[config.mk]
export PLATFORM = sky130hd
export DESIGN_NAME = smsk_mul
export DESIGN_NICKNAME = d
export VERILOG_FILES = /design/src/rtl/core/smsk_pkg.sv /design/src/rtl/core/smsk_mul.sv
export SDC_FILE = /design/constraint.sdc
export NUM_CORES = 2
export LEC_CHECK = 0
export ABC_AREA = 1
export BUFFER_PORTS_ARGS = -buffer_cell sky130_fd_sc_hd__buf_2
export CORE_MARGIN = 2
export CORE_UTILIZATION = 60
export CTS_CLUSTER_DIAMETER = 150
export DETAILED_ROUTE_END_ITERATION = 8
export HOLD_SLACK_MARGIN = 0.03
export PLACE_DENSITY = 0.79
export SYNTH_ARGS = -nofsm -noshare
export SYNTH_HDL_FRONTEND = slang
export SYNTH_SLANG_ARGS = --single-unit
[constraint.sdc]
create_clock -name clock -period 7.3 [get_ports clock]
set_input_delay 1.095 -clock clock [delete_from_list [all_inputs] [get_ports clock]]
set_output_delay 1.095 -clock clock [all_outputs]
set_load 0.05 [all_outputs]
[src/rtl/core/smsk_pkg.sv]
`timescale 1ns / 1ps

package smsk_pkg;

   localparam int MAX_SAMPLES = 65535;
   localparam int SAMPLE_BITS = 16;

   // Width of the shared multiplier operands and the digit it retires per cycle.
   localparam int MUL_W      = 64;
   localparam int MUL_DIGIT  = 16;
   localparam int MUL_STEPS  = MUL_W / MUL_DIGIT;
   localparam int MUL_CNT_W  = $clog2(MUL_STEPS);

   localparam logic [1:0] OP_ADD   = 2'd0;
   localparam logic [1:0] OP_CLEAR = 2'd1;
   localparam logic [1:0] OP_QUERY = 2'd2;

   typedef struct packed {
      logic [1:0]         opcode;
      logic signed [15:0] sample;
   } req_type;

   typedef struct packed {
      logic signed [24:0] skewness;
      logic               result_valid;
      logic [15:0]        sample_count;
      logic               overflow;
   } rsp_type;

endpackage

[src/rtl/core/smsk_mul.sv]
`timescale 1ns / 1ps

module smsk_mul (
   input  logic                           clock,
   input  logic                           reset,
   input  logic                           start,
   input  logic [smsk_pkg::MUL_W-1:0]     mul_a,
   input  logic [smsk_pkg::MUL_W-1:0]     mul_b,
   output logic                           done,
   output logic [2*smsk_pkg::MUL_W-1:0]   product
);
   import smsk_pkg::*;

   // Right-shifting multiplier: one digit of mul_b is retired per cycle.
   logic [MUL_W-1:0]           a_ff;
   logic [MUL_W-1:0]           h_ff;
   logic [MUL_W-1:0]           l_ff;
   logic [MUL_CNT_W-1:0]       cnt_ff;
   logic                       busy_ff;
   logic                       done_ff;
   logic [MUL_W+MUL_DIGIT-1:0] part;
   logic [MUL_W+MUL_DIGIT-1:0] sum;

   assign part = a_ff * l_ff[MUL_DIGIT-1:0];
   assign sum  = {{MUL_DIGIT{1'b0}}, h_ff} + part;

   always_ff @(posedge clock) begin
      if (reset) begin
         busy_ff <= 1'b0;
         done_ff <= 1'b0;
         cnt_ff  <= '0;
      end else begin
         done_ff <= 1'b0;
         if (start && !busy_ff) begin
            busy_ff <= 1'b1;
            cnt_ff  <= '0;
         end else if (busy_ff) begin
            cnt_ff <= cnt_ff + 1'b1;
            if (cnt_ff == MUL_CNT_W'(MUL_STEPS - 1)) begin
               busy_ff <= 1'b0;
               done_ff <= 1'b1;
            end
         end
      end
   end

   always_ff @(posedge clock) begin
      if (start && !busy_ff) begin
         a_ff <= mul_a;
         h_ff <= '0;
         l_ff <= mul_b;
      end else if (busy_ff) begin
         h_ff <= sum[MUL_W+MUL_DIGIT-1:MUL_DIGIT];
         l_ff <= {sum[MUL_DIGIT-1:0], l_ff[MUL_W-1:MUL_DIGIT]};
      end
   end

   assign done    = done_ff;
   assign product = {h_ff, l_ff};

endmodule
==> results.ini <==
[run_status]
status = completed

[setup_path]
arrival_ps = 7320
crit_type = flop to flop
critPathCaptureType = flop
timing.critical_path.required_ps = 7730
r2r_start = l_ff[11]
startpoint_type = flop
critPathMaxFanout = 21
r2r_slack_ps = 410
rr_endpoint = h_ff[48]
ff2ff_path_depth = 24

[synth]
syn_nets = 6928
synth-main-ff-cell = edfxtp_1
yosys.cell_types.count = 35
synthMuxAreaShare_pct = 0
async_flop_share_pct = 0
synth_top_family_by_area = adder cells
syn_area_um2 = 43230
yosysTopAreaCellShare_pct = 43.06
yosys_warnings = 0
synth_compound_area_share_pct = 2.874
synthTopCellsByArea = fa_1 (43%), nand2_1 (16%), inv_1 (15%)
synth-simple-area-share_pct = 19.35
synth_commonest_cells = nand2_1 (1,827), inv_1 (1,785), fa_1 (930)
ys_seq_elements = 196
synthAdderAreaFrac_pct = 47.55
yosysMostFrequentCell = nand2_1
synth-edff-count = 128
syn_area_per_cell_um2 = 7.569
ys_seq_area_share_pct = 12.04
syn_inst = 5712
yosys.area.top_type = fa_1
synthXorXnorAreaFrac_pct = 0.2836

[run]
maxCapViolations = 0

[cts]
ctsHtreeMaxLevel = 4
post_cts_buffers = 0
cts-root-buf = clkbuf_16
clock_path_buffers = 2
clock_latency_ps = 540
clock_sinks = 196
cts_tree = done
cts_hold_buf = 0
cts_made_buffers = 17
ctsResizeCount = 0
clk_pin_slew_ps = 100

[sta]
clock_skew_ps = 24.54
fin_crit_ps = 6887
slew_headroom_pct = 26.32
fmax_ghz = 0.1452
fin_crit_sh_pct = 94.34
rsz0062_at_grt = false
setup_ws_ps = 413.1
setup_viol = 0
worst_pin_slew_ps = 1105
slew_violations = 0
final_hold_viol_count = 0
finalSetupTns_ps = 0

[global_route]
antenna_found_initial = 2
use_met1_pct = 45.81
grt_pass1_wl_um = 198300
grtUsageTotal_pct = 34.62
grt_max_degree = 75
grt.busiest_layer = met2
first_global_vias = 37484
grtUsageMet3_pct = 7.802
grt_use_met2_pct = 55.42
grt_overflow = 0

[routing]
drtAntennaViolNets = 0
via_count = 35441
avgViaCountPerCell = 5.265
routedWlPerCell_um = 18.17
drcViolationCount = 0
drtPass1Iterations = 6
wl_um = 122300
drtIter0Drc = 3259

[die]
die_area_um2 = 74220
core_um2 = 71360
die_x_um = 272.4
fp.dieH_um = 272.4
ios = 260
row_count = 98
start_util_pct = 60.58

[final_layout]
final_util_pct = 64.37
final_cells = 6731
layout-drive-gt1-share_pct = 7.076
finalNetCount = 6983
syn2layout_area_growth_pct = 6.254

[placed_design]
preCtsSetupSlack_ps = 560.7
dp.cells = 6698
io_buffer_count = 259
gp_congestion = 1.009
hpwlAfterDp_um = 100300

[worst_hold_path]
min_from = cnt_ff[1]
hold_class = flop to flop
min_path_cells = 2
min_to = cnt_ff[1]

[how the worst max path moves through the flow]
stage	from	end	slack, ps	depth (start not counted)
5_1_grt	a_ff[55]	h_ff[48]	170	24
3_5_place_dp	l_ff[11]	h_ff[48]	560	24
3_3_place_gp	l_ff[11]	h_ff[48]	670	24
6_report	l_ff[11]	h_ff[48]	410	24
4_1_cts	l_ff[11]	h_ff[48]	540	24
2_1_floorplan	l_ff[1]	h_ff[31]	1330	26
[layout by cell type (no fill, tap or decap), types with 5 or more instances in the layout]
cell,n
nor2_1,125
buf_2,259
buf_4,25
inv_12,7
nor4_1,6
dfxtp_1,68
nand3_2,11
nand2_2,25
o21bai_1,18
clkinv_8,5
buf_12,18
o21ai_0,94
nor3_1,11
nor2_2,14
xnor2_1,12
inv_2,8
clkbuf_16,17
nand3_1,81
inv_1,1784
a21oi_1,119
fa_1,930
nor2_4,11
edfxtp_1,128
nand2_1,1827
ha_1,155
[area by class of cell]
cell class                 count  area [um^2]
tap                          950         1189
fill                        6106        25430
antenna                        1        2.502
clock inverter                15        235.2
multi-input combinational   3456        30300
inverter                    1794         6735
sequential                   196         5205
timing repair buffer         302         1844
clock buffer                  17        425.4
[flip-flops by register name, summed over array words and instances, names as in the netlist]
name and flops:
a_ff 64, busy_ff 1, cnt_ff 2, done 1, h_ff 64, l_ff 64
[worst max-delay path, stage by stage (launching register included)]
cell and delay (ps):
edfxtp_1 850, buf_12 280, buf_4 180, nand2_1 80, fa_1 540, inv_1 60, fa_1 560, fa_1 440
fa_1 460, fa_1 490, inv_1 50, fa_1 510, inv_1 50, ha_1 400, nand2_2 130, nor2_1 180
inv_2 60, nor2_2 140, inv_1 110, nor4_1 570, nand2_1 310, nand2_1 120, nand2_1 50, nand3_1 80
nand2_1 50
[metrics by stage]
stage	area (um^2)	hold slack, ps
after floorplan	43230	446.7
after global placement	45270	464.2
after detailed placement	45270	472.5
after CTS	45940	488.9
after global routing	45940	504.0
final	45940	487.8
[cells by family after synthesis]
logic type	after synthesis
simple gates	2121
buf+inv	2060
fa+ha+maj	1085
compound gates	236
flops	196
xor+xnor	14
[layer usage]
metal	wire length, um	up-vias
met5	10	-
met1	47650	17350
met2	56580	1862
met4	5583	2
met3	12490	332
li1	-	15895
Power is left out: the tool's default activity adds up to more than one toggle a clock period on the data nets, which glitch-free logic cannot reach.
